File: src/rtl/assert_macros.svh
// Assertion macros shared by the biquad section RTL.
`ifndef ASSERT_MACROS_SVH
`define ASSERT_MACROS_SVH
`ifndef SYNTHESIS
// Same-cycle implication, checked at every rising edge outside reset.
`define ASSERT_IMPL(label, clk, rst_n, ante, cons, msg) \
    label: assert property (@(posedge clk) disable iff (!rst_n) (ante) |-> (cons)) \
        else $error(msg);
// Next-cycle implication, checked at every rising edge outside reset.
`define ASSERT_NEXT(label, clk, rst_n, ante, cons, msg) \
    label: assert property (@(posedge clk) disable iff (!rst_n) (ante) |=> (cons)) \
        else $error(msg);
`else
`define ASSERT_IMPL(label, clk, rst_n, ante, cons, msg)
`define ASSERT_NEXT(label, clk, rst_n, ante, cons, msg)
`endif
`endif

File: src/rtl/biq_pkg.sv
// Shared constants, payload types, datapath control and saturation for the biquad section.
package biq_pkg;

    localparam int SAMPLE_WIDTH  = 16;
    localparam int COEF_WIDTH    = 24;
    localparam int DELAY_WIDTH   = 48;
    localparam int COEF_FRAC     = COEF_WIDTH - 4;
    localparam int PROD_WIDTH    = SAMPLE_WIDTH + COEF_WIDTH;
    localparam int ACC_WIDTH     = DELAY_WIDTH + 2;
    localparam int RND_WIDTH     = DELAY_WIDTH + 1;
    localparam int CFG_IDX_WIDTH = 3;

    // Output clamp: floor(0.9999 * 2^(SAMPLE_WIDTH-1)) and -1.0
    localparam logic signed [SAMPLE_WIDTH-1:0] Y_HI =
        SAMPLE_WIDTH'((64'd9999 << (SAMPLE_WIDTH - 1)) / 64'd10000);
    localparam logic signed [SAMPLE_WIDTH-1:0] Y_LO = {1'b1, {(SAMPLE_WIDTH-1){1'b0}}};

    localparam logic signed [COEF_WIDTH-1:0] COEF_ONE = COEF_WIDTH'(64'd1 << COEF_FRAC);

    // Coefficient register indexes
    localparam logic [CFG_IDX_WIDTH-1:0] CFG_B0 = CFG_IDX_WIDTH'(0);
    localparam logic [CFG_IDX_WIDTH-1:0] CFG_B1 = CFG_IDX_WIDTH'(1);
    localparam logic [CFG_IDX_WIDTH-1:0] CFG_B2 = CFG_IDX_WIDTH'(2);
    localparam logic [CFG_IDX_WIDTH-1:0] CFG_A1 = CFG_IDX_WIDTH'(3);
    localparam logic [CFG_IDX_WIDTH-1:0] CFG_A2 = CFG_IDX_WIDTH'(4);

    typedef struct packed {
        logic signed [SAMPLE_WIDTH-1:0] sample_in;
        logic                           frame_end_in;
    } t_in_item;

    typedef struct packed {
        logic signed [SAMPLE_WIDTH-1:0] sample_out;
        logic                           frame_end_out;
    } t_out_item;

    typedef struct packed {
        logic signed [COEF_WIDTH-1:0] b0;
        logic signed [COEF_WIDTH-1:0] b1;
        logic signed [COEF_WIDTH-1:0] b2;
        logic signed [COEF_WIDTH-1:0] a1;
        logic signed [COEF_WIDTH-1:0] a2;
    } t_coefs;

    typedef enum logic [2:0] {
        MUL_B0X,
        MUL_B1X,
        MUL_B2X,
        MUL_A1Y,
        MUL_A2Y
    } t_mul_sel;

    typedef enum logic {
        ADD_A_PROD,
        ADD_A_T
    } t_add_a_sel;

    typedef enum logic [1:0] {
        ADD_B_ZERO,
        ADD_B_D1,
        ADD_B_D2,
        ADD_B_PROD
    } t_add_b_sel;

    typedef struct packed {
        logic       x_we;
        t_mul_sel   mul_sel;
        logic       p_we;
        t_add_a_sel a_sel;
        t_add_b_sel b_sel;
        logic       sub;
        logic       t_we;
        logic       d1_we;
        logic       d2_we;
        logic       y_we;
    } t_dp_ctl;

    // Clamp a wide sum into the signed range of a delay register
    function automatic logic signed [DELAY_WIDTH-1:0] sat_dly(
        input logic signed [ACC_WIDTH-1:0] v
    );
        logic signed [DELAY_WIDTH-1:0] r;
        if (v[ACC_WIDTH-1:DELAY_WIDTH-1] == {(ACC_WIDTH-DELAY_WIDTH+1){1'b0}} ||
            v[ACC_WIDTH-1:DELAY_WIDTH-1] == {(ACC_WIDTH-DELAY_WIDTH+1){1'b1}}) begin
            r = v[DELAY_WIDTH-1:0];
        end else if (v[ACC_WIDTH-1]) begin
            r = {1'b1, {(DELAY_WIDTH-1){1'b0}}};
        end else begin
            r = {1'b0, {(DELAY_WIDTH-1){1'b1}}};
        end
        return r;
    endfunction

endpackage

File: src/rtl/biq_datapath.sv
// Shared multiplier, saturating adder, output rounding and the two delay registers.
module biq_datapath (
    input  logic                                   i_clk,
    input  logic                                   i_rst_n,
    input  biq_pkg::t_dp_ctl                       i_ctl,
    input  biq_pkg::t_coefs                        i_coefs,
    input  logic signed [biq_pkg::SAMPLE_WIDTH-1:0] i_sample,
    output logic signed [biq_pkg::SAMPLE_WIDTH-1:0] o_y
);
    import biq_pkg::*;

    localparam logic signed [RND_WIDTH-1:0] HALF = RND_WIDTH'(64'd1 << (COEF_FRAC - 1));

    logic signed [SAMPLE_WIDTH-1:0] r_x;
    logic signed [SAMPLE_WIDTH-1:0] r_y;
    logic signed [PROD_WIDTH-1:0]   r_p;
    logic signed [DELAY_WIDTH-1:0]  r_t;
    logic signed [DELAY_WIDTH-1:0]  r_d1;
    logic signed [DELAY_WIDTH-1:0]  r_d2;

    logic signed [COEF_WIDTH-1:0]   w_mcoef;
    logic signed [SAMPLE_WIDTH-1:0] w_msamp;
    logic signed [PROD_WIDTH-1:0]   w_prod;
    logic signed [DELAY_WIDTH-1:0]  w_psat;
    logic signed [DELAY_WIDTH-1:0]  w_opa;
    logic signed [DELAY_WIDTH-1:0]  w_opb;
    logic signed [ACC_WIDTH-1:0]    w_sum;
    logic signed [DELAY_WIDTH-1:0]  w_add;
    logic signed [RND_WIDTH-1:0]    w_rnd;
    logic signed [RND_WIDTH-1:0]    w_shr;
    logic signed [SAMPLE_WIDTH-1:0] n_y;

    // Multiplier operand select
    always_comb begin
        case (i_ctl.mul_sel)
            MUL_B0X: begin w_mcoef = i_coefs.b0; w_msamp = r_x; end
            MUL_B1X: begin w_mcoef = i_coefs.b1; w_msamp = r_x; end
            MUL_B2X: begin w_mcoef = i_coefs.b2; w_msamp = r_x; end
            MUL_A1Y: begin w_mcoef = i_coefs.a1; w_msamp = r_y; end
            MUL_A2Y: begin w_mcoef = i_coefs.a2; w_msamp = r_y; end
            default: begin w_mcoef = i_coefs.b0; w_msamp = r_x; end
        endcase
    end

    assign w_prod = PROD_WIDTH'(w_mcoef) * PROD_WIDTH'(w_msamp);
    assign w_psat = sat_dly(ACC_WIDTH'(r_p));

    // Adder operand select
    always_comb begin
        case (i_ctl.a_sel)
            ADD_A_PROD: w_opa = w_psat;
            ADD_A_T:    w_opa = r_t;
            default:    w_opa = w_psat;
        endcase
        case (i_ctl.b_sel)
            ADD_B_ZERO: w_opb = '0;
            ADD_B_D1:   w_opb = r_d1;
            ADD_B_D2:   w_opb = r_d2;
            ADD_B_PROD: w_opb = w_psat;
            default:    w_opb = '0;
        endcase
    end

    assign w_sum = i_ctl.sub ? (ACC_WIDTH'(w_opa) - ACC_WIDTH'(w_opb))
                             : (ACC_WIDTH'(w_opa) + ACC_WIDTH'(w_opb));
    assign w_add = sat_dly(w_sum);

    // Round half up, floor shift, then clamp
    assign w_rnd = RND_WIDTH'(r_t) + HALF;
    assign w_shr = w_rnd >>> COEF_FRAC;

    always_comb begin
        if (w_shr > RND_WIDTH'(Y_HI)) begin
            n_y = Y_HI;
        end else if (w_shr < RND_WIDTH'(Y_LO)) begin
            n_y = Y_LO;
        end else begin
            n_y = w_shr[SAMPLE_WIDTH-1:0];
        end
    end

    always_ff @(posedge i_clk) begin
        if (i_ctl.x_we) r_x <= i_sample;
        if (i_ctl.y_we) r_y <= n_y;
        if (i_ctl.p_we) r_p <= w_prod;
        if (i_ctl.t_we) r_t <= w_add;
    end

    always_ff @(posedge i_clk) begin
        if (!i_rst_n) begin
            r_d1 <= '0;
            r_d2 <= '0;
        end else begin
            if (i_ctl.d1_we) r_d1 <= w_add;
            if (i_ctl.d2_we) r_d2 <= w_add;
        end
    end

    assign o_y = r_y;

endmodule

File: src/rtl/biq_ctrl.sv
// Step sequencer that drives the shared datapath through one sample.
module biq_ctrl (
    input  logic             i_clk,
    input  logic             i_rst_n,
    input  logic             i_in_valid,
    input  logic             i_out_free,
    output biq_pkg::t_dp_ctl o_ctl,
    output logic             o_busy,
    output logic             o_done
);
    import biq_pkg::*;

    typedef enum logic [2:0] {
        S_IDLE,
        S_MB0,
        S_ACC,
        S_RND,
        S_MA1,
        S_N1,
        S_MA2,
        S_N2
    } t_state;

    t_state r_state;
    t_state n_state;

    always_comb begin
        o_ctl         = '0;
        o_ctl.mul_sel = MUL_B0X;
        o_ctl.a_sel   = ADD_A_PROD;
        o_ctl.b_sel   = ADD_B_ZERO;
        n_state       = r_state;
        o_done        = 1'b0;
        unique case (r_state)
            S_IDLE: begin
                if (i_in_valid) begin
                    o_ctl.x_we = 1'b1;
                    n_state    = S_MB0;
                end
            end
            S_MB0: begin
                o_ctl.p_we = 1'b1;
                n_state    = S_ACC;
            end
            S_ACC: begin
                // b0*x + delay_one, next product b1*x
                o_ctl.b_sel   = ADD_B_D1;
                o_ctl.t_we    = 1'b1;
                o_ctl.mul_sel = MUL_B1X;
                o_ctl.p_we    = 1'b1;
                n_state       = S_RND;
            end
            S_RND: begin
                o_ctl.y_we  = 1'b1;
                o_ctl.b_sel = ADD_B_D2;
                o_ctl.t_we  = 1'b1;
                n_state     = S_MA1;
            end
            S_MA1: begin
                o_ctl.mul_sel = MUL_A1Y;
                o_ctl.p_we    = 1'b1;
                n_state       = S_N1;
            end
            S_N1: begin
                o_ctl.a_sel   = ADD_A_T;
                o_ctl.b_sel   = ADD_B_PROD;
                o_ctl.sub     = 1'b1;
                o_ctl.d1_we   = 1'b1;
                o_ctl.mul_sel = MUL_B2X;
                o_ctl.p_we    = 1'b1;
                n_state       = S_MA2;
            end
            S_MA2: begin
                o_ctl.t_we    = 1'b1;
                o_ctl.mul_sel = MUL_A2Y;
                o_ctl.p_we    = 1'b1;
                n_state       = S_N2;
            end
            S_N2: begin
                // hold until the output register can take the sample
                if (i_out_free) begin
                    o_ctl.a_sel = ADD_A_T;
                    o_ctl.b_sel = ADD_B_PROD;
                    o_ctl.sub   = 1'b1;
                    o_ctl.d2_we = 1'b1;
                    o_done      = 1'b1;
                    n_state     = S_IDLE;
                end
            end
            default: n_state = S_IDLE;
        endcase
    end

    always_ff @(posedge i_clk) begin
        if (!i_rst_n) begin
            r_state <= S_IDLE;
        end else begin
            r_state <= n_state;
        end
    end

    assign o_busy = (r_state != S_IDLE);

endmodule

File: src/rtl/biquad_iir_filter_section_top.sv
// Top level of the biquad IIR section: coefficient registers, sequencer, datapath, output stage.
`include "assert_macros.svh"

// One second-order IIR section in transposed direct form II. Each accepted
// Q1.15 sample is filtered with the five Q4.20 coefficients and one Q1.15
// sample comes out, rounded half up and clamped to -1.0 .. 0.9999 (32764);
// the clamped output feeds the two 48-bit saturating delay registers. A
// sample passes the accept step in idle and seven steps through one shared
// 24x16 multiplier and one 48-bit saturating adder, which every product and
// delay sum of the section passes through in turn. The result is presented
// from the output register after the last step, and the next sample is
// taken only once the section is idle again. o_in_stall stays high while a
// sample is in work. The result waits in an output register, so a stalled
// output adds cycles only when the next result is ready before the previous
// one is taken. The frame-end flag rides along untouched. Coefficients are
// written through the config port (index 0..4: b0, b1, b2, a1, a2; other
// indexes are dropped) and must only change while the section is idle.
// After reset b0 is 1.0 and all others zero.
module biquad_iir_filter_section_top (
    input  logic                                  i_clk,
    input  logic                                  i_rst_n,
    // sample input
    input  logic                                  i_in_valid,
    output logic                                  o_in_stall,
    input  biq_pkg::t_in_item                     i_in_data,
    // sample output
    output logic                                  o_out_valid,
    input  logic                                  i_out_stall,
    output biq_pkg::t_out_item                    o_out_data,
    // coefficient writes
    input  logic                                  i_cfg_valid,
    output logic                                  o_cfg_ready,
    input  logic [biq_pkg::CFG_IDX_WIDTH-1:0]     i_cfg_index,
    input  logic signed [biq_pkg::COEF_WIDTH-1:0] i_cfg_data
);
    import biq_pkg::*;

    t_coefs                         r_coefs;
    logic                           r_frame;
    logic                           r_out_valid;
    t_out_item                      r_out_data;

    t_dp_ctl                        w_ctl;
    logic                           w_busy;
    logic                           w_done;
    logic                           w_out_free;
    logic signed [SAMPLE_WIDTH-1:0] w_y;

    // Coefficient registers: always ready, each write is registered
    assign o_cfg_ready = 1'b1;

    always_ff @(posedge i_clk) begin
        if (!i_rst_n) begin
            r_coefs.b0 <= COEF_ONE;
            r_coefs.b1 <= '0;
            r_coefs.b2 <= '0;
            r_coefs.a1 <= '0;
            r_coefs.a2 <= '0;
        end else if (i_cfg_valid && o_cfg_ready) begin
            unique case (i_cfg_index)
                CFG_B0:  r_coefs.b0 <= i_cfg_data;
                CFG_B1:  r_coefs.b1 <= i_cfg_data;
                CFG_B2:  r_coefs.b2 <= i_cfg_data;
                CFG_A1:  r_coefs.a1 <= i_cfg_data;
                CFG_A2:  r_coefs.a2 <= i_cfg_data;
                default: ;  // drop writes to unused indexes
            endcase
        end
    end

    // The output slot is free when empty or being drained this cycle
    assign w_out_free = !r_out_valid || !i_out_stall;

    biq_ctrl u_ctrl (
        .i_clk      (i_clk),
        .i_rst_n    (i_rst_n),
        .i_in_valid (i_in_valid),
        .i_out_free (w_out_free),
        .o_ctl      (w_ctl),
        .o_busy     (w_busy),
        .o_done     (w_done)
    );

    biq_datapath u_datapath (
        .i_clk    (i_clk),
        .i_rst_n  (i_rst_n),
        .i_ctl    (w_ctl),
        .i_coefs  (r_coefs),
        .i_sample (i_in_data.sample_in),
        .o_y      (w_y)
    );

    assign o_in_stall = w_busy;

    // Capture the frame-end flag with the sample
    always_ff @(posedge i_clk) begin
        if (w_ctl.x_we) r_frame <= i_in_data.frame_end_in;
    end

    // Output register: load on completion, clear once transferred
    always_ff @(posedge i_clk) begin
        if (!i_rst_n) begin
            r_out_valid <= 1'b0;
        end else if (w_done) begin
            r_out_valid <= 1'b1;
        end else if (!i_out_stall) begin
            r_out_valid <= 1'b0;
        end
    end

    always_ff @(posedge i_clk) begin
        if (w_done) begin
            r_out_data.sample_out    <= w_y;
            r_out_data.frame_end_out <= r_frame;
        end
    end

    assign o_out_valid = r_out_valid;
    assign o_out_data  = r_out_data;

    `ASSERT_NEXT(a_start, i_clk, i_rst_n, i_in_valid && !o_in_stall, o_in_stall, "no start")
    `ASSERT_IMPL(a_done_while_busy, i_clk, i_rst_n, w_done, w_busy, "done while idle")
    `ASSERT_IMPL(a_no_overwrite, i_clk, i_rst_n, w_done, w_out_free, "result overwritten")
    `ASSERT_NEXT(a_done_shows, i_clk, i_rst_n, w_done, o_out_valid, "result not presented")
    `ASSERT_IMPL(a_clamp, i_clk, i_rst_n, o_out_valid, o_out_data.sample_out <= Y_HI, "above clamp")

endmodule
File: config.mk
export PLATFORM = sky130hd
export DESIGN_NAME = biquad_iir_filter_section_top
export DESIGN_NICKNAME = d
export VERILOG_FILES = /design/src/rtl/biq_pkg.sv /design/src/rtl/biq_datapath.sv /design/src/rtl/biq_ctrl.sv /design/src/rtl/biquad_iir_filter_section_top.sv
export VERILOG_INCLUDE_DIRS = /design/src /design/src/rtl
export SDC_FILE = /design/constraint.sdc
export NUM_CORES = 2
export LEC_CHECK = 0
export ABC_AREA = 1
export BUFFER_PORTS_ARGS = -buffer_cell sky130_fd_sc_hd__buf_4
export CORE_UTILIZATION = 25
export CTS_BUF_LIST = sky130_fd_sc_hd__clkbuf_4 sky130_fd_sc_hd__clkbuf_8 sky130_fd_sc_hd__clkbuf_16
export DETAILED_ROUTE_END_ITERATION = 10
export MAX_ROUTING_LAYER = met4
export PLACE_DENSITY = 0.37
export SYNTH_ARGS = -nofsm -noshare
export SYNTH_HDL_FRONTEND = slang
export SYNTH_SLANG_ARGS = --single-unit
File: constraint.sdc
create_clock -name i_clk -period 17.6 [get_ports i_clk]
set_input_delay 0.88 -clock i_clk [delete_from_list [all_inputs] [get_ports i_clk]]
set_output_delay 0.88 -clock i_clk [all_outputs]
set_load 0.02 [all_outputs]
After elaboration in Yosys (flattened, before gate mapping)
Cells that the tools add are included.

Input port bits: 49. Output and inout bits: 20. Logic and storage cells: 96. Register bits after elaboration: 358.

Bitwise logic cells: 1. Muxes and demuxes: 28. Reduce and logical (&&, ||, !) cells: 21. Add/subtract/negate cells: 3. Order comparisons: 2. Eq/ne operators: 23. Multiply operators: 1.

Operators with widths (count): $mux 48 (4); $pmux 48 s4 (1); $pmux 24 s4 (1); $pmux 48 s2 (1); $mux 50 (1); $add 48x21->49 const B (1); $add 48x48->49 (1); $sub 48x48->49 (1); $mul 24x16->40 (1); $mux 16 (2); $gt 29x16->1 const B (1); $lt 29x16->1 const B (1); $eq 3x3->1 const B (8); $pmux 3 s8 (1); $eq 3x2->1 const B (6); $logic_not 3->1 (4); $pmux 3 s4 (1); $reduce_and 2->1 (6); $mux 1 (10); $eq 3x1->1 const B (3); $pmux 2 s4 (1); $mux 3 (2); $reduce_or 5->1 (1); $eq 2x2->1 const B (2); other kinds (12) (18).

Logic depth before layout (Yosys ltp)
Depth after elaboration: 11. Depth in mapped cells: 42. Gate-level depth less buffers: 39.

By module
Synthesis repeated with hierarchy kept, for this count alone.

Cells, all modules: 4889. Area, all modules: 35600.4 um2.

Modules (own cells, without submodules): biq_datapath (area an instance 29958.7 um2, cells an instance 4133, sequential area each 5525.3 um2, times used 1); biquad_iir_filter_section_top (area an instance 5393.9 um2, cells an instance 715, sequential area each 2962.8 um2, times used 1); biq_ctrl (area an instance 247.7 um2, cells an instance 41, sequential area each 60.1 um2, times used 1).

Worst setup path after synthesis
Ideal clock, no wire load.

Kind: flip-flop to flip-flop. Start: register u_ctrl.r_state[1]. End: register u_datapath.r_p[39], data pin. Path slack: 9711 ps. Arrival time: 7614 ps. Cell stages (with the launch flop): 33. Buffers on the path: 2. Cell sequence: dfxtp_1 -> inv_1 -> ha_1 -> nand2_8 -> inv_4 -> nor2_4 -> nor2_1 -> inv_1 -> nor3_1 -> buf_2 -> a221oi_1 -> o21ai_0 -> o21ai_0 -> clkbuf_1 -> nor2_1 -> fa_1 -> fa_1 -> inv_1 -> fa_1 -> inv_1 -> fa_1 -> fa_1 -> inv_1 -> fa_1 -> inv_1 -> ha_1 -> nand2_1 -> nor3_1 -> a221oi_1 -> o21ai_0 -> nand2_1 -> o311ai_0 -> xor2_1.

Cells in the longest elaborated chain, start to end: 6.

Ends and longest elaborated chain: start, declared (RTL line biq_ctrl.sv:24) `t_state r_state;`; start signal, assigned (RTL line biq_ctrl.sv:98) `r_state <= n_state;`; $eq 3x3->1 or $eq 3x2->1 (tied branches) (RTL line biq_ctrl.sv:34) `unique case (r_state)`; $pmux 3 s4 (*) (RTL line biq_ctrl.sv:34); $eq 3x2->1 or $eq 3x3->1 (tied branches) (RTL line biq_datapath.sv:35) `case (i_ctl.mul_sel)`; $reduce_or 2->1 (no source line); $mux 16 (RTL line biq_datapath.sv:35); $mul 24x16->40 (*) (RTL line biq_datapath.sv:45) `assign w_prod = PROD_WIDTH'(w_mcoef) * PROD_WIDTH'(w_msamp);`; named net u_datapath.w_prod[39] (RTL line biq_datapath.sv:23) `logic signed [PROD_WIDTH-1:0] w_prod;`; end signal, assigned (RTL line biq_datapath.sv:85) `if (i_ctl.p_we) r_p <= w_prod;`; end, declared (RTL line biq_datapath.sv:16) `logic signed [PROD_WIDTH-1:0] r_p;`.

The timed path passes the listed nets; every way through them passes the cells marked *. A chain may end at the register's enable or synchronous reset.

Worst setup path in the final report
Start: register u_ctrl.r_state[1]. End: register u_datapath.r_p[37], data pin.

The elaborated chain is that of the path after synthesis.

==> summary.md <==
| Metric | Value |
|---|---|
| Layout cells sized above 1 | 6.412% |
| Gr ovfl total | 0 |
| Root Buffer | clkbuf_16 |
| CP Max Fanout | 40 |
| Clock skew | 0.03186 ns |
| Initial Util | 25.17% |
| Filler cells | 15200 |
| Clk slew on worst S/H paths | 0.06 ns |
| Syn avg cell area | 7.469 um^2 |
| Final Max Slew Viols | 0 |
| DRT Wirelength | 125.6 mm |
| R2r setup slk | 7.47 ns |
| H-tree Lvls | 2 |
| Final worst path period need | 10.13 ns |
| RSZ-0062 raised after global routing | no |
| Hold slack | 0.4223 ns |
| Top post-synthesis cells by area | fa_1, dfxtp_1, edfxtp_1 |
| Final hold viol count | 0 |
| Netlist Area Pre-Place | 34610 um^2 |
| Row Count | 136 |
| WL per Instance | 19.41 um |
| Worst min path class | reg2reg |
| Worst R2R Path Depth | 37 |
| 1st-iter DRT viols | 2033 |
| Nets | 5217 |
| Register bit total from synthesis | 358 |
| IO Count | 69 |
| Number of max-cap violations | 0 |
| Commonest non-fill, non-tap cell in the layout | nand2_1 |
| Hold Path Origin | r_frame$_DFFE_PP_ |
| Vias | 29380 |
| Max-slew headroom | 25.81% |
| Number of port buffers | 67 |
| Post-CTS sizing | 0 |
| EDFF count, synth | 138 |
| Worst-Skew Late Latency | 0.64 ns |
| CP bufs+invs | 10 |
| Synth cell types | 55 |
| Antenna Cells | 0 |
| R2R Path End | u_datapath.r_p[37]$_DFFE_PP_ |
| Synth Net Count | 5211 |
| Final TNS setup | 0 ns |
| ANT nets after route | 0 |
| WP data required | 18.04 ns |
| Via density | 4.539 |
| DP HPWL | 96.76 mm |
| RR Startpoint | u_ctrl.r_state[1]$_SDFFE_PN0P_ |
| Critical path arrival | 10.57 ns |
| Worst Tran Pin Value | 1.112 ns |
| Most frequent cells in the layout | nand2_1, inv_1, nor2_1 |
| # DRC | 0 |
| Hold Path Stages | 0 |
| Prevailing post-synth register cell | dfxtp_1 |
| Clk sink count | 358 |
| Max Clk Rate | 0.09874 GHz |
| Die area | 139900 um^2 |
| DR pass1 iterations | 5 |
| Crit path max-delay family | adder cells |
| TritonCTS clock tree | yes |
| Status | complete, no violations |
| Largest buffer count on any clock path | 3 |
| Critical Path End Type | flip-flop |
| Synthesis Warnings | 0 |
| Post-synth top area cell | fa_1 |
| CP Class | reg2reg |
| Max incr delay on CP | 0.89 ns |
| Final worst-path cycle share | 57.54% |
| CTS Buf Count | 47 |
| Core area | 137500 um^2 |
| Vias in the first global route | 29950 |
| Hold EP | o_out_data[0]$_DFFE_PP_ |
| Slowest cell on crit path | clkinv_1 |
| Worst Setup Start Kind | flip-flop |
| Sequential fraction of the synthesis area | 24.70% |
| Final Wtd Congestion | 0.8936 |
| Initial antenna violation count | 2 |
| Async set-reset flop share out of synthesis | 0% |
| Final setup fails | 0 |
| P&R area growth vs syn | 12.16% |
| Post-CTS setup buffer count | 0 |
| First-pass GRT wire length | 192.0 mm |
| Die Height | 374.1 um |
| GRT Total Usage | 18.50% |
| Gate Count Post-Synth | 4634 |
| Hold-fix buffers at CTS | 0 |
| Largest net degree at the start of global routing | 76 |
| Die width | 374.1 um |
| Top cell type's share of synthesized area | 21.69% |
| Final Core Density | 28.24% |
-- routing by layer --
| layer | share of wire [%] | track usage, % | wire length [um] | vias up |
|---|---|---|---|---|
| li1 | - | - | - | 14330 |
| met1 | 49 | 25.94 | 61850 | 14380 |
| met2 | 45 | 28.86 | 56600 | 562 |
| met3 | 4.0 | 1.917 | 5023 | 104 |
| met4 | 1.7 | 3.463 | 2165 | 0 |
| met5 | 0 | - | 0 | - |
-- final cells by class --
class,count,area (um^2),share of cell area [%]
Inverter,829,3115,8.025
Timing Repair Buffer,128,960.9,2.475
Tap cell,1794,2245,5.782
Multi-Input combinational cell,3276,22270,57.35
Clock inverter,25,340.3,0.8766
Sequential cell,358,8548,22.02
Clock buffer,63,1346,3.468
-- sequential cells by signal, summed over array words and instances (netlist names), 16 cells and up --
name             count
r_coefs            120
u_datapath.r_p      40
o_out_data          17
u_datapath.r_d2     48
u_datapath.r_t      48
u_datapath.o_y      16
u_datapath.r_x      16
u_datapath.r_d1     48
-- how the worst max path moves through the flow --
stage,from,to,slack (ns),cells past startpoint
after floorplan,u_ctrl.r_state[1]$_SDFFE_PN0P_,u_datapath.r_p[39]$_DFFE_PP_,9.71,32
after global placement,u_ctrl.r_state[1]$_SDFFE_PN0P_,u_datapath.r_p[37]$_DFFE_PP_,7.40,37
after detailed placement,u_ctrl.r_state[1]$_SDFFE_PN0P_,u_datapath.r_p[37]$_DFFE_PP_,7.33,37
after CTS,u_ctrl.r_state[1]$_SDFFE_PN0P_,u_datapath.r_p[37]$_DFFE_PP_,7.28,37
after global routing,u_ctrl.r_state[1]$_SDFFE_PN0P_,u_datapath.r_p[39]$_DFFE_PP_,6.65,34
final,u_ctrl.r_state[1]$_SDFFE_PN0P_,u_datapath.r_p[37]$_DFFE_PP_,7.47,37
-- worst reg2reg max path, delay by kind of cell (launching register included) --
kind	cells	cell delay (ns)
buffers and inverters	10	2.44
adders and majority gates	8	3.71
and+or+nand+nor	15	2.43
DFF	1	0.34
xor gates and xnor gates	1	0.22
AOI/OAI and AO/OA	3	0.83
-- metrics by stage --
stage | instance area (um^2) | setup WS, ns | cells
after floorplan | 34610 | 9.711 | 4634
after global placement | 37140 | 7.403 | 6385
after detailed placement | 37140 | 7.326 | 6385
after CTS | 38820 | 7.279 | 6473
after global routing | 38820 | 6.653 | 6473
final | 38820 | 7.473 | 6473
-- cell usage after synthesis, types with 3 or more instances --
cell / count
nand4_1: 24
buf_1: 10
buf_2: 26
a31oi_1: 13
a221oi_1: 25
nand3_2: 5
clkinv_1: 8
dfxtp_1: 220
nor3_1: 34
nand3b_1: 4
edfxtp_1: 138
o21a_1: 8
o211ai_1: 3
a21o_1: 8
o21ai_1: 24
o21ai_0: 262
nand2_2: 29
clkbuf_1: 121
buf_6: 9
nor2_1: 755
inv_2: 8
nor2_2: 7
fa_1: 375
a21boi_0: 5
nor4_1: 13
or2_2: 6
o21bai_1: 6
a21oi_1: 163
xnor2_1: 61
buf_4: 5
nand3_1: 247
nand4_4: 3
nand2_1: 915
ha_1: 153
inv_1: 812
o221ai_1: 3
xor2_1: 99
o21ai_2: 3
-- cells by family after synthesis --
family          share of synthesized area, %
flops                                  24.70
other cells                          0.01083
buf+inv                                11.20
fa+ha+maj                              27.22
xor+xnor                               4.049
mux                                  0.09037
simple gates                           24.33
compound gates                         8.408
Power is not shown: default switching activity piles up to over one toggle a cycle in this logic, so the estimate is an artifact.
